[src/design/awns_pkg.sv]
// Shared types and constants for the weekly alarm table search block.
package awns_pkg;

   // request kinds
   localparam logic [2:0] REQ_CLEAR  = 3'd0;
   localparam logic [2:0] REQ_APPEND = 3'd1;
   localparam logic [2:0] REQ_FIND   = 3'd2;
   localparam logic [2:0] REQ_DUE    = 3'd3;
   localparam logic [2:0] REQ_QUERY  = 3'd4;

   // configuration register map
   localparam int CSR_IDX_W  = 8;
   localparam int CSR_DATA_W = 32;
   localparam logic [CSR_IDX_W-1:0] CSR_WEEKEND_OFF = 8'd0;
   localparam logic [CSR_IDX_W-1:0] CSR_LINK_AUTH   = 8'd1;

   localparam logic [7:0] HOUR_LIMIT   = 8'd24;
   localparam logic [7:0] MINUTE_LIMIT = 8'd60;
   localparam logic [7:0] NONE_BYTE    = 8'hFF;
   localparam logic [2:0] LAST_WORKDAY = 3'd4;

   localparam int ENTRIES_W = 6;
   localparam int SHOWN_W   = 5;

   typedef struct packed {
      logic [7:0] days;
      logic [7:0] hour;
      logic [7:0] minute;
   } alarm_entry_type;

   typedef struct packed {
      logic day_hit;
      logic time_ok;
      logic later;
   } cmp_result_type;

   typedef enum logic [2:0] {
      ST_IDLE,
      ST_START,
      ST_FIND,
      ST_TALLY,
      ST_PICK,
      ST_EMIT
   } seq_state_type;

endpackage

[src/design/awns_table.sv]
// Alarm entry storage: one write port, one registered read port.
module awns_table #(
   parameter int DEPTH = 32,
   parameter int IDX_W = 5
) (
   input  logic                      clock,
   input  logic                      wr_en,
   input  logic [IDX_W-1:0]          wr_addr,
   input  awns_pkg::alarm_entry_type wr_data,
   input  logic                      rd_en,
   input  logic [IDX_W-1:0]          rd_addr,
   output awns_pkg::alarm_entry_type rd_data
);
   import awns_pkg::*;

   alarm_entry_type mem [DEPTH];
   alarm_entry_type rd_data_ff;

   always_ff @(posedge clock) begin
      if (wr_en) begin
         mem[wr_addr] <= wr_data;
      end
   end

   always_ff @(posedge clock) begin
      if (rd_en) begin
         rd_data_ff <= mem[rd_addr];
      end
   end

   assign rd_data = rd_data_ff;

endmodule

[src/design/awns_cmp.sv]
// Shared compare unit: weekday hit, time sanity and 16-bit later-than test.
module awns_cmp (
   input  logic [7:0]               days,
   input  logic [2:0]               day,
   input  logic [7:0]               lhs_hour,
   input  logic [7:0]               lhs_minute,
   input  logic [15:0]              rhs_time,
   output awns_pkg::cmp_result_type result
);
   import awns_pkg::*;

   always_comb begin
      result.day_hit = days[day];
      result.time_ok = (lhs_hour < HOUR_LIMIT) && (lhs_minute < MINUTE_LIMIT);
      // hour:minute compared as one word
      result.later   = {lhs_hour, lhs_minute} > rhs_time;
   end

endmodule

[src/design/weekly_alarm_table_next_search_core.sv]
// Weekly alarm table with next-alarm search: sequencer, state and result register.
//
//  channel | ports                          | beat
//  --------+--------------------------------+------------------------------------
//  req     | req_valid / req_ready + fields | one request (clear, append, ...)
//  rsp     | rsp_valid / rsp_ready + fields | one result per request
//  csr     | csr_valid / csr_ready, index   | one register write, always ready
//
// Clear, append, due check, unused kinds and a blocked find pass from start straight to emit.
// Find next walks the table one entry per cycle, up to the count of stored entries.
// Query walks twice (tally, then pick); the pick pass is skipped when no entry is for today.
// The single read port of the table sets the walk rate.
// Reset clears count, pending alarm, configuration registers and result valid; table contents stay undefined.
// A held result stalls only the final step; the next request is taken once idle.
module weekly_alarm_table_next_search_core #(
   parameter int MAX_ENTRIES = 32
) (
   input  logic                            clock,
   input  logic                            reset,
   // request channel
   input  logic                            req_valid,
   output logic                            req_ready,
   input  logic [2:0]                      req_type,
   input  logic [7:0]                      req_entry_days,
   input  logic [7:0]                      req_entry_hour,
   input  logic [7:0]                      req_entry_minute,
   input  logic [2:0]                      req_day_of_week,
   input  logic [4:0]                      req_now_hour,
   input  logic [5:0]                      req_now_minute,
   input  logic [7:0]                      req_query_index,
   // result channel
   output logic                            rsp_valid,
   input  logic                            rsp_ready,
   output logic                            rsp_next_valid,
   output logic [4:0]                      rsp_next_hour,
   output logic [5:0]                      rsp_next_minute,
   output logic [7:0]                      rsp_show_hour,
   output logic [7:0]                      rsp_show_minute,
   output logic                            rsp_due,
   output logic [awns_pkg::SHOWN_W-1:0]    rsp_shown_index,
   output logic [awns_pkg::ENTRIES_W-1:0]  rsp_entries_stored,
   // configuration
   input  logic                            csr_valid,
   output logic                            csr_ready,
   input  logic [awns_pkg::CSR_IDX_W-1:0]  csr_index,
   input  logic [awns_pkg::CSR_DATA_W-1:0] csr_wdata
);
   import awns_pkg::*;

   localparam int CNT_W = $clog2(MAX_ENTRIES + 1);
   localparam int IDX_W = (MAX_ENTRIES > 1) ? $clog2(MAX_ENTRIES) : 1;
   localparam int CMP_W = (CNT_W > 8) ? CNT_W : 8;
   localparam logic [CNT_W-1:0] FULL_COUNT = CNT_W'(MAX_ENTRIES);
   localparam logic [CNT_W-1:0] CNT_ONE    = CNT_W'(1);

   seq_state_type state_ff, state_in;

   // configuration registers
   logic weekend_off_ff, link_auth_ff;

   // captured request
   logic [2:0]      cmd_ff;
   alarm_entry_type entry_ff;
   logic [2:0]      day_ff;
   logic [4:0]      now_hour_ff;
   logic [5:0]      now_minute_ff;
   logic [7:0]      qidx_ff;

   // architectural state
   logic [CNT_W-1:0] count_ff, count_in;
   logic             pend_valid_ff, pend_valid_in;
   logic [4:0]       pend_hour_ff, pend_hour_in;
   logic [5:0]       pend_minute_ff, pend_minute_in;

   // working result
   logic [7:0]         show_hour_ff, show_hour_in;
   logic [7:0]         show_minute_ff, show_minute_in;
   logic               due_ff, due_in;
   logic [SHOWN_W-1:0] shown_ff, shown_in;

   // walk control
   logic [CNT_W-1:0] rd_idx_ff, rd_idx_in;
   logic             rd_vld_ff, rd_vld_in;
   logic             first_ff, first_in;
   logic [CNT_W-1:0] tally_ff, tally_in;
   logic [CNT_W-1:0] pos_ff, pos_in;
   logic [CNT_W-1:0] sel_ff, sel_in;

   // result register
   logic                 rsp_valid_ff, rsp_valid_in;
   logic                 rsp_next_valid_ff;
   logic [4:0]           rsp_next_hour_ff;
   logic [5:0]           rsp_next_minute_ff;
   logic [7:0]           rsp_show_hour_ff, rsp_show_minute_ff;
   logic                 rsp_due_ff;
   logic [SHOWN_W-1:0]   rsp_shown_ff;
   logic [ENTRIES_W-1:0] rsp_entries_ff;

   // table and compare unit
   logic            wr_en, rd_en;
   alarm_entry_type rd_data;
   cmp_result_type  cmp;
   logic [7:0]      cmp_hour, cmp_minute;

   logic walking, more, stop, issue, pass_end, slot_free, find_blocked;
   logic hit, found_now, emit_load;
   logic [CMP_W-1:0] qidx_wide, tally_wide;

   awns_table #(
      .DEPTH (MAX_ENTRIES),
      .IDX_W (IDX_W)
   ) u_table (
      .clock   (clock),
      .wr_en   (wr_en),
      .wr_addr (count_ff[IDX_W-1:0]),
      .wr_data (entry_ff),
      .rd_en   (rd_en),
      .rd_addr (rd_idx_ff[IDX_W-1:0]),
      .rd_data (rd_data)
   );

   // due check borrows the unit with the pending time on the left side
   assign cmp_hour   = (state_ff == ST_START) ? {3'b000, pend_hour_ff}  : rd_data.hour;
   assign cmp_minute = (state_ff == ST_START) ? {2'b00, pend_minute_ff} : rd_data.minute;

   awns_cmp u_cmp (
      .days       (rd_data.days),
      .day        (day_ff),
      .lhs_hour   (cmp_hour),
      .lhs_minute (cmp_minute),
      .rhs_time   ({3'b000, now_hour_ff, 2'b00, now_minute_ff}),
      .result     (cmp)
   );

   assign walking      = (state_ff == ST_FIND) || (state_ff == ST_TALLY) ||
                         (state_ff == ST_PICK);
   assign more         = rd_idx_ff < count_ff;
   assign hit          = rd_vld_ff && cmp.day_hit;
   assign found_now    = hit && cmp.time_ok && cmp.later;
   // find stops at an impossible time or at the first later alarm today;
   // pick stops at the selected entry of today
   assign stop         = rd_vld_ff &&
                         (((state_ff == ST_FIND) &&
                           (!cmp.time_ok || (cmp.day_hit && cmp.later))) ||
                          ((state_ff == ST_PICK) && cmp.day_hit && (pos_ff == sel_ff)));
   assign issue        = walking && more && !stop;
   assign pass_end     = walking && (stop || (!rd_vld_ff && !more));
   assign slot_free    = !rsp_valid_ff || rsp_ready;
   assign emit_load    = (state_ff == ST_EMIT) && slot_free;
   assign find_blocked = !link_auth_ff || (weekend_off_ff && (day_ff > LAST_WORKDAY));
   assign qidx_wide    = CMP_W'(qidx_ff);
   assign tally_wide   = CMP_W'(tally_ff);

   assign req_ready = (state_ff == ST_IDLE);
   assign csr_ready = 1'b1;

   // next state
   always_comb begin
      state_in = state_ff;
      unique case (state_ff)
         ST_IDLE: begin
            if (req_valid) state_in = ST_START;
         end
         ST_START: begin
            if ((cmd_ff == REQ_FIND) && !find_blocked) state_in = ST_FIND;
            else if (cmd_ff == REQ_QUERY)               state_in = ST_TALLY;
            else                                        state_in = ST_EMIT;
         end
         ST_FIND: begin
            if (pass_end) state_in = ST_EMIT;
         end
         ST_TALLY: begin
            if (pass_end) state_in = (tally_ff == '0) ? ST_EMIT : ST_PICK;
         end
         ST_PICK: begin
            if (pass_end) state_in = ST_EMIT;
         end
         ST_EMIT: begin
            if (slot_free) state_in = ST_IDLE;
         end
         default: state_in = ST_IDLE;
      endcase
   end

   // datapath controls and next values
   always_comb begin
      wr_en          = 1'b0;
      rd_en          = 1'b0;
      count_in       = count_ff;
      pend_valid_in  = pend_valid_ff;
      pend_hour_in   = pend_hour_ff;
      pend_minute_in = pend_minute_ff;
      show_hour_in   = show_hour_ff;
      show_minute_in = show_minute_ff;
      due_in         = due_ff;
      shown_in       = shown_ff;
      rd_idx_in      = rd_idx_ff;
      rd_vld_in      = 1'b0;
      first_in       = first_ff;
      tally_in       = tally_ff;
      pos_in         = pos_ff;
      sel_in         = sel_ff;
      rsp_valid_in   = rsp_valid_ff && !rsp_ready;

      if (walking) begin
         rd_en     = issue;
         rd_vld_in = issue;
         if (issue) rd_idx_in = rd_idx_ff + CNT_ONE;
      end

      unique case (state_ff)
         ST_START: begin
            show_hour_in   = NONE_BYTE;
            show_minute_in = NONE_BYTE;
            due_in         = 1'b0;
            shown_in       = '0;
            rd_idx_in      = '0;
            first_in       = 1'b0;
            tally_in       = '0;
            pos_in         = '0;
            unique case (cmd_ff)
               REQ_CLEAR: begin
                  count_in = '0;
               end
               REQ_APPEND: begin
                  if (count_ff < FULL_COUNT) begin
                     wr_en    = 1'b1;
                     count_in = count_ff + CNT_ONE;
                  end
               end
               REQ_FIND: begin
                  if (find_blocked) begin
                     pend_valid_in  = 1'b0;
                     pend_hour_in   = '0;
                     pend_minute_in = '0;
                  end
               end
               REQ_DUE: begin
                  // due when now >= pending, i.e. pending is not later
                  due_in = pend_valid_ff && !cmp.later;
               end
               default: begin
               end
            endcase
         end
         ST_FIND: begin
            if (hit && cmp.time_ok) begin
               if (!first_ff) begin
                  first_in       = 1'b1;
                  show_hour_in   = rd_data.hour;
                  show_minute_in = rd_data.minute;
               end
               if (cmp.later) begin
                  pend_valid_in  = 1'b1;
                  pend_hour_in   = rd_data.hour[4:0];
                  pend_minute_in = rd_data.minute[5:0];
               end
            end
            if (pass_end && !found_now) begin
               pend_valid_in  = 1'b0;
               pend_hour_in   = '0;
               pend_minute_in = '0;
            end
         end
         ST_TALLY: begin
            if (hit) tally_in = tally_ff + CNT_ONE;
            if (pass_end) begin
               rd_idx_in = '0;
               pos_in    = '0;
               sel_in    = (qidx_wide >= tally_wide) ? '0 : qidx_wide[CNT_W-1:0];
            end
         end
         ST_PICK: begin
            if (hit) begin
               if (pos_ff == sel_ff) begin
                  if (cmp.time_ok) begin
                     show_hour_in   = rd_data.hour;
                     show_minute_in = rd_data.minute;
                     shown_in       = SHOWN_W'(sel_ff);
                  end
               end else begin
                  pos_in = pos_ff + CNT_ONE;
               end
            end
         end
         ST_EMIT: begin
            if (slot_free) rsp_valid_in = 1'b1;
         end
         default: begin
         end
      endcase
   end

   // control state
   always_ff @(posedge clock) begin
      if (reset) begin
         state_ff       <= ST_IDLE;
         weekend_off_ff <= 1'b0;
         link_auth_ff   <= 1'b0;
         count_ff       <= '0;
         pend_valid_ff  <= 1'b0;
         pend_hour_ff   <= '0;
         pend_minute_ff <= '0;
         rd_vld_ff      <= 1'b0;
         rsp_valid_ff   <= 1'b0;
      end else begin
         state_ff       <= state_in;
         count_ff       <= count_in;
         pend_valid_ff  <= pend_valid_in;
         pend_hour_ff   <= pend_hour_in;
         pend_minute_ff <= pend_minute_in;
         rd_vld_ff      <= rd_vld_in;
         rsp_valid_ff   <= rsp_valid_in;
         if (csr_valid && csr_ready) begin
            if (csr_index == CSR_WEEKEND_OFF) weekend_off_ff <= csr_wdata[0];
            if (csr_index == CSR_LINK_AUTH)   link_auth_ff   <= csr_wdata[0];
         end
      end
   end

   // payload and working registers
   always_ff @(posedge clock) begin
      if (req_valid && req_ready) begin
         cmd_ff        <= req_type;
         entry_ff      <= '{days: req_entry_days, hour: req_entry_hour,
                            minute: req_entry_minute};
         day_ff        <= req_day_of_week;
         now_hour_ff   <= req_now_hour;
         now_minute_ff <= req_now_minute;
         qidx_ff       <= req_query_index;
      end
      show_hour_ff   <= show_hour_in;
      show_minute_ff <= show_minute_in;
      due_ff         <= due_in;
      shown_ff       <= shown_in;
      rd_idx_ff      <= rd_idx_in;
      first_ff       <= first_in;
      tally_ff       <= tally_in;
      pos_ff         <= pos_in;
      sel_ff         <= sel_in;
      if (emit_load) begin
         rsp_next_valid_ff  <= pend_valid_ff;
         rsp_next_hour_ff   <= pend_hour_ff;
         rsp_next_minute_ff <= pend_minute_ff;
         rsp_show_hour_ff   <= show_hour_ff;
         rsp_show_minute_ff <= show_minute_ff;
         rsp_due_ff         <= due_ff;
         rsp_shown_ff       <= shown_ff;
         rsp_entries_ff     <= ENTRIES_W'(count_ff);
      end
   end

   assign rsp_valid          = rsp_valid_ff;
   assign rsp_next_valid     = rsp_next_valid_ff;
   assign rsp_next_hour      = rsp_next_hour_ff;
   assign rsp_next_minute    = rsp_next_minute_ff;
   assign rsp_show_hour      = rsp_show_hour_ff;
   assign rsp_show_minute    = rsp_show_minute_ff;
   assign rsp_due            = rsp_due_ff;
   assign rsp_shown_index    = rsp_shown_ff;
   assign rsp_entries_stored = rsp_entries_ff;

   // checks
   a_count_bound: assert property (@(posedge clock) disable iff (reset)
      count_ff <= FULL_COUNT)
      else $error("entry count past table depth");

   a_read_in_range: assert property (@(posedge clock) disable iff (reset)
      rd_en |-> (rd_idx_ff < count_ff))
      else $error("table read beyond stored entries");

   a_pending_clean: assert property (@(posedge clock) disable iff (reset)
      !pend_valid_ff |-> ((pend_hour_ff == '0) && (pend_minute_ff == '0)))
      else $error("invalid pending alarm carries a time");

   a_emit_beat: assert property (@(posedge clock) disable iff (reset)
      emit_load |=> (rsp_valid_ff && (state_ff == ST_IDLE)))
      else $error("result load did not raise rsp_valid");

endmodule
[config.mk]
export PLATFORM = sky130hd
export DESIGN_NAME = weekly_alarm_table_next_search_core
export DESIGN_NICKNAME = d
export VERILOG_FILES = /design/src/design/awns_pkg.sv /design/src/design/awns_table.sv /design/src/design/awns_cmp.sv /design/src/design/weekly_alarm_table_next_search_core.sv
export SDC_FILE = /design/constraint.sdc
export NUM_CORES = 1
export LEC_CHECK = 0
export ABC_CLOCK_PERIOD_IN_PS = 3900
export BUFFER_PORTS_ARGS = -buffer_cell sky130_fd_sc_hd__buf_2
export CAP_MARGIN = 0
export CELL_PAD_IN_SITES_DETAIL_PLACEMENT = 2
export CELL_PAD_IN_SITES_GLOBAL_PLACEMENT = 2
export CORE_MARGIN = 2
export CORE_UTILIZATION = 49
export CTS_CLUSTER_SIZE = 10
export DETAILED_ROUTE_END_ITERATION = 16
export PLACE_DENSITY_LB_ADDON = 0.1
export SLEW_MARGIN = 20
export SYNTH_ARGS = -nofsm -noshare
export SYNTH_HDL_FRONTEND = slang
export SYNTH_SLANG_ARGS = --single-unit
[constraint.sdc]
create_clock -name clock -period 3.9 [get_ports clock]
set_clock_uncertainty 0.1 [all_clocks]
set_input_delay 0 -clock clock [delete_from_list [all_inputs] [get_ports clock]]
set_output_delay 0 -clock clock [all_outputs]
set_load 0.02 [all_outputs]
==> impl_metrics.env <==
export IMPL_grt_start_max_net_pins=85
export IMPL_dp_slack_ns=-0.00744
export IMPL_most_frequent_cp_cell="nand2_1"
export IMPL_count_of_inserted_antenna_diode_cells=0
export IMPL_unrepaired_setup_endpoints_after_global_routing="no"
export IMPL_post_route_cells_drive_above_1_share=0.316
export IMPL_timing_setup_critical_path_class="reg2reg"
export IMPL_boundary_pin_count=137
export IMPL_clock_sinks=953
export IMPL_powerDensity_mw_per_mm2=507
export IMPL_grt_pass1_wl_um=167000
export IMPL_grt_util_met3=0.0437
export IMPL_crit_path_top_delay_cell="or4_4"
export IMPL_hpwlAfterDp_um=63700
export IMPL_leakagePower_nw=13.8
export IMPL_worst_skew_pair_late_latency_ns=0.69
export IMPL_yosysWarningCount=0
export IMPL_met2_usage=0.548
export IMPL_vias=19200
export IMPL_clock_fmax_mhz=270
export IMPL_post_layout_total_power_mw=22.1
export IMPL_grt_overflow_total=0
export IMPL_relSlewSlack=0.240
export IMPL_mappedNetlistNets=1784
export IMPL_max_clock_path_buffers=3
export IMPL_place_gp_congestion=0.781
export IMPL_die_height_um=277
export IMPL_clock_root_buffer="clkbuf_16"
export IMPL_average_cell_area_after_synthesis_um2=22.1
export IMPL_routed_wire_length_per_instance_um=39.2
export IMPL_crit_family="simple AND/OR/NAND/NOR gates"
export IMPL_cp_num_buf_inv=3
export IMPL_grt_use_total=0.313
export IMPL_slew_viol_final=0
export IMPL_synth_async_reset_ratio=0
export IMPL_post_synth_inst_count=1660
export IMPL_drv_max_cap_violation_count=0
export IMPL_timing_final_setup_violations=0
export IMPL_finalNetCount=2118
export IMPL_wirelength_um=118000
export IMPL_drt_first_pass_iters=5
export IMPL_viasPerCell=6.37
export IMPL_cts_tree="yes"
export IMPL_final_fill_count=5933
export IMPL_worstPathMaxFanout=24
export IMPL_std_cell_rows=100
export IMPL_htreeDepth=3
export IMPL_edff_count_synth=922
export IMPL_fp_dieArea_mm2=0.0770
export IMPL_finalWorstSetupSlack_ns=0.201
export IMPL_timing_critical_path_required_ns=4.14
export IMPL_tightestPinTransition_ns=1.14
export IMPL_area_growth_syn_to_layout_pct=18.9
export IMPL_syn_cell_area_mm2=0.0367
export IMPL_grt_pass1_vias=21100
export IMPL_chipWidth_um=277
export IMPL_detail_route_iter0_violations=2009
export IMPL_initial_core_utilization=0.494
export IMPL_core_region_area_mm2=0.0742
export IMPL_min_period_over_period=0.949
export IMPL_busiest_layer="met2"
export IMPL_crit_arrival_ns=3.94
export IMPL_critical_path_endpoint_type="register"
export IMPL_final_number_of_hold_violating_endpoints=0
export IMPL_path_category_of_the_worst_min_delay_check="in2reg"
export IMPL_placement_io_buffers=104
export IMPL_max_stage_delay_ns=0.57
export IMPL_synth_area_leaders="edfxtp_1 76%, mux4_2 15%, dfxtp_1 1.7%"
export IMPL_detail_route_antenna_nets=0
export IMPL_run_status="completed"
export IMPL_synth_top_flop_cell="edfxtp_1"
export IMPL_synth_distinct_cells=63
export IMPL_yosys_register_bits=953
export IMPL_cts_clk_slew_worst_paths_ns=0.06
export IMPL_worst_hold_check_slack_ns=0.0573
export IMPL_tritoncts_num_buffers=107
export IMPL_number_of_antenna_violations_at_the_first_check_in_global_routing=3
export IMPL_synth_top_area_cell="edfxtp_1"
export IMPL_route_detailed_drc=0
export IMPL_crit_path_cell_trace="and2b_4, nand2b_4, inv_4, nand2_1, nand2_1, ha_1, and3_1, nand3_1, or4_4, o211ai_4, nand3_4, inv_1, buf_4"
export IMPL_vdd_ir_drop_max_v=0.000422
export IMPL_synth_sequential_area_ratio=0.772
export IMPL_area_fraction_of_the_dominant_cell_type_after_synthesis=0.755
export IMPL_grtUsageMet1=0.411
export IMPL_timing_final_crit_period_ns=3.70
export IMPL_worst_setup_path_start_kind="register"
-- registers in the layout (all words and copies together), names as in the netlist, 6 cells and up --
signal	flops
rsp_show_minute	8
count_ff	6
rsp_show_hour	8
rd_idx_ff	6
tally_ff	6
pos_ff	6
show_minute_ff	8
now_minute_ff	6
entry_ff	24
rsp_entries_stored	6
sel_ff	6
u_table.mem	768
rsp_next_minute	6
u_table.rd_data	24
qidx_ff	8
show_hour_ff	8
pend_minute_ff	6
-- cell families (layout without fill, tap and decap cells) --
| family | Yosys count | count (layout) | share of synthesized area |
|---|---|---|---|
| xor+xnor | 19 | 19 | 0.00454 |
| flops | 953 | 953 | 0.772 |
| simple gates | 220 | 220 | 0.0300 |
| other cells | 1 | 1 | 0.000102 |
| buf+inv | 99 | 487 | 0.0112 |
| compound gates | 68 | 68 | 0.0144 |
| mux | 270 | 270 | 0.157 |
| fa+ha+maj | 30 | 30 | 0.0102 |
-- power breakdown --
group / switching, mW / total, mW / internal, mW
Clock: 4.21 / 9.35 / 5.14
Sequential: 0.219 / 11.7 / 11.5
Combinational: 0.596 / 1.04 / 0.445
Total: 5.03 / 22.1 / 17.1
-- metal layers --
metal | wire length [µm] | up-vias
li1 | - | 7520
met1 | 45600 | 10600
met2 | 62400 | 861
met3 | 6570 | 208
met4 | 3770 | 4
met5 | 23 | -
-- final timing paths --
check | slack (ns) | to | from | cells after the start
worst max-delay path | 0.20 | u_table.rd_data[1] | state_ff[0] | 13
worst min-delay path | 0.06 | entry_ff[23] | req_entry_days[7] | 2
worst max register to register | 0.20 | u_table.rd_data[1] | state_ff[0] | 13
worst min register to register | 0.33 | rsp_show_hour[1] | show_hour_ff[1] | 0
-- synth_stat cells, types with 2 or more instances --
cell / number
and3_1: 3
ha_1: 30
nor3_1: 4
clkbuf_1: 34
mux2_2: 24
inv_2: 2
o211ai_1: 2
o21bai_1: 5
a21o_1: 10
buf_4: 2
edfxtp_1: 922
xor2_1: 7
mux4_2: 242
nor4b_1: 2
or3_1: 4
nand4_1: 9
buf_1: 15
a21oi_1: 15
nor2_1: 69
nand2b_1: 4
nand3_1: 18
a22o_1: 11
nor4_1: 3
mux2i_1: 4
and2_1: 17
o31a_1: 2
o21a_1: 4
nor2b_1: 8
o21ai_1: 3
nand2_1: 51
dfxtp_1: 31
o211a_1: 2
xnor2_1: 12
nor3b_1: 2
or2_2: 17
buf_2: 20
inv_1: 24
-- through the flow --
| step | instance area [µm²] | utilization | TNS [ns] | instances |
|---|---|---|---|---|
| 2_1_floorplan | 36700 | - | 0 | 1660 |
| 3_3_place_gp | 39200 | 0.529 | 0 | 2735 |
| 3_5_place_dp | 39200 | 0.529 | -0.0436 | 2736 |
| 4_1_cts | 43300 | 0.583 | 0 | 3001 |
| 5_1_grt | 43600 | 0.588 | 0 | 3017 |
| 6_report | 43600 | 0.588 | 0 | 3017 |
-- cell usage in the layout, fill, tap and decap left out, types with 5 or more instances in the layout --
cell type	n
dfxtp_1	25
edfxtp_1	922
and2_1	16
dlygate4sd3_1	103
or2_2	17
clkbuf_16	107
nor2b_1	8
nand3_1	18
clkbuf_1	44
inv_1	24
xor2_1	7
nand4_1	9
nor2_1	36
mux2_2	24
a21o_1	10
xnor2_1	12
o21bai_1	5
buf_4	48
buf_12	27
a21oi_1	15
mux4_2	242
ha_1	30
a22o_1	11
buf_2	104
buf_8	8
nand2_1	51
buf_16	5
nor2_4	33
-- timing repair --
action | in CTS | in global routing
resized for setup | 1 | 2
buffers inserted | 0 | 0
endpoints found under the setup margin | 6 | 75
hold endpoints to repair | 75 | 1
hold buffers | 102 | 1
-- final cells by class --
| class | count | area (µm²) | area share |
|---|---|---|---|
| tap | 969 | 1210 | 0.0278 |
| timing repair buffer | 297 | 2730 | 0.0627 |
| clock buffer | 153 | 2870 | 0.0658 |
| inverter | 27 | 104 | 0.00238 |
| sequential | 953 | 28300 | 0.650 |
| clock inverter | 10 | 159 | 0.00365 |
| multi-input combinational | 608 | 8190 | 0.188 |
Power figures use the tool's default switching activity.
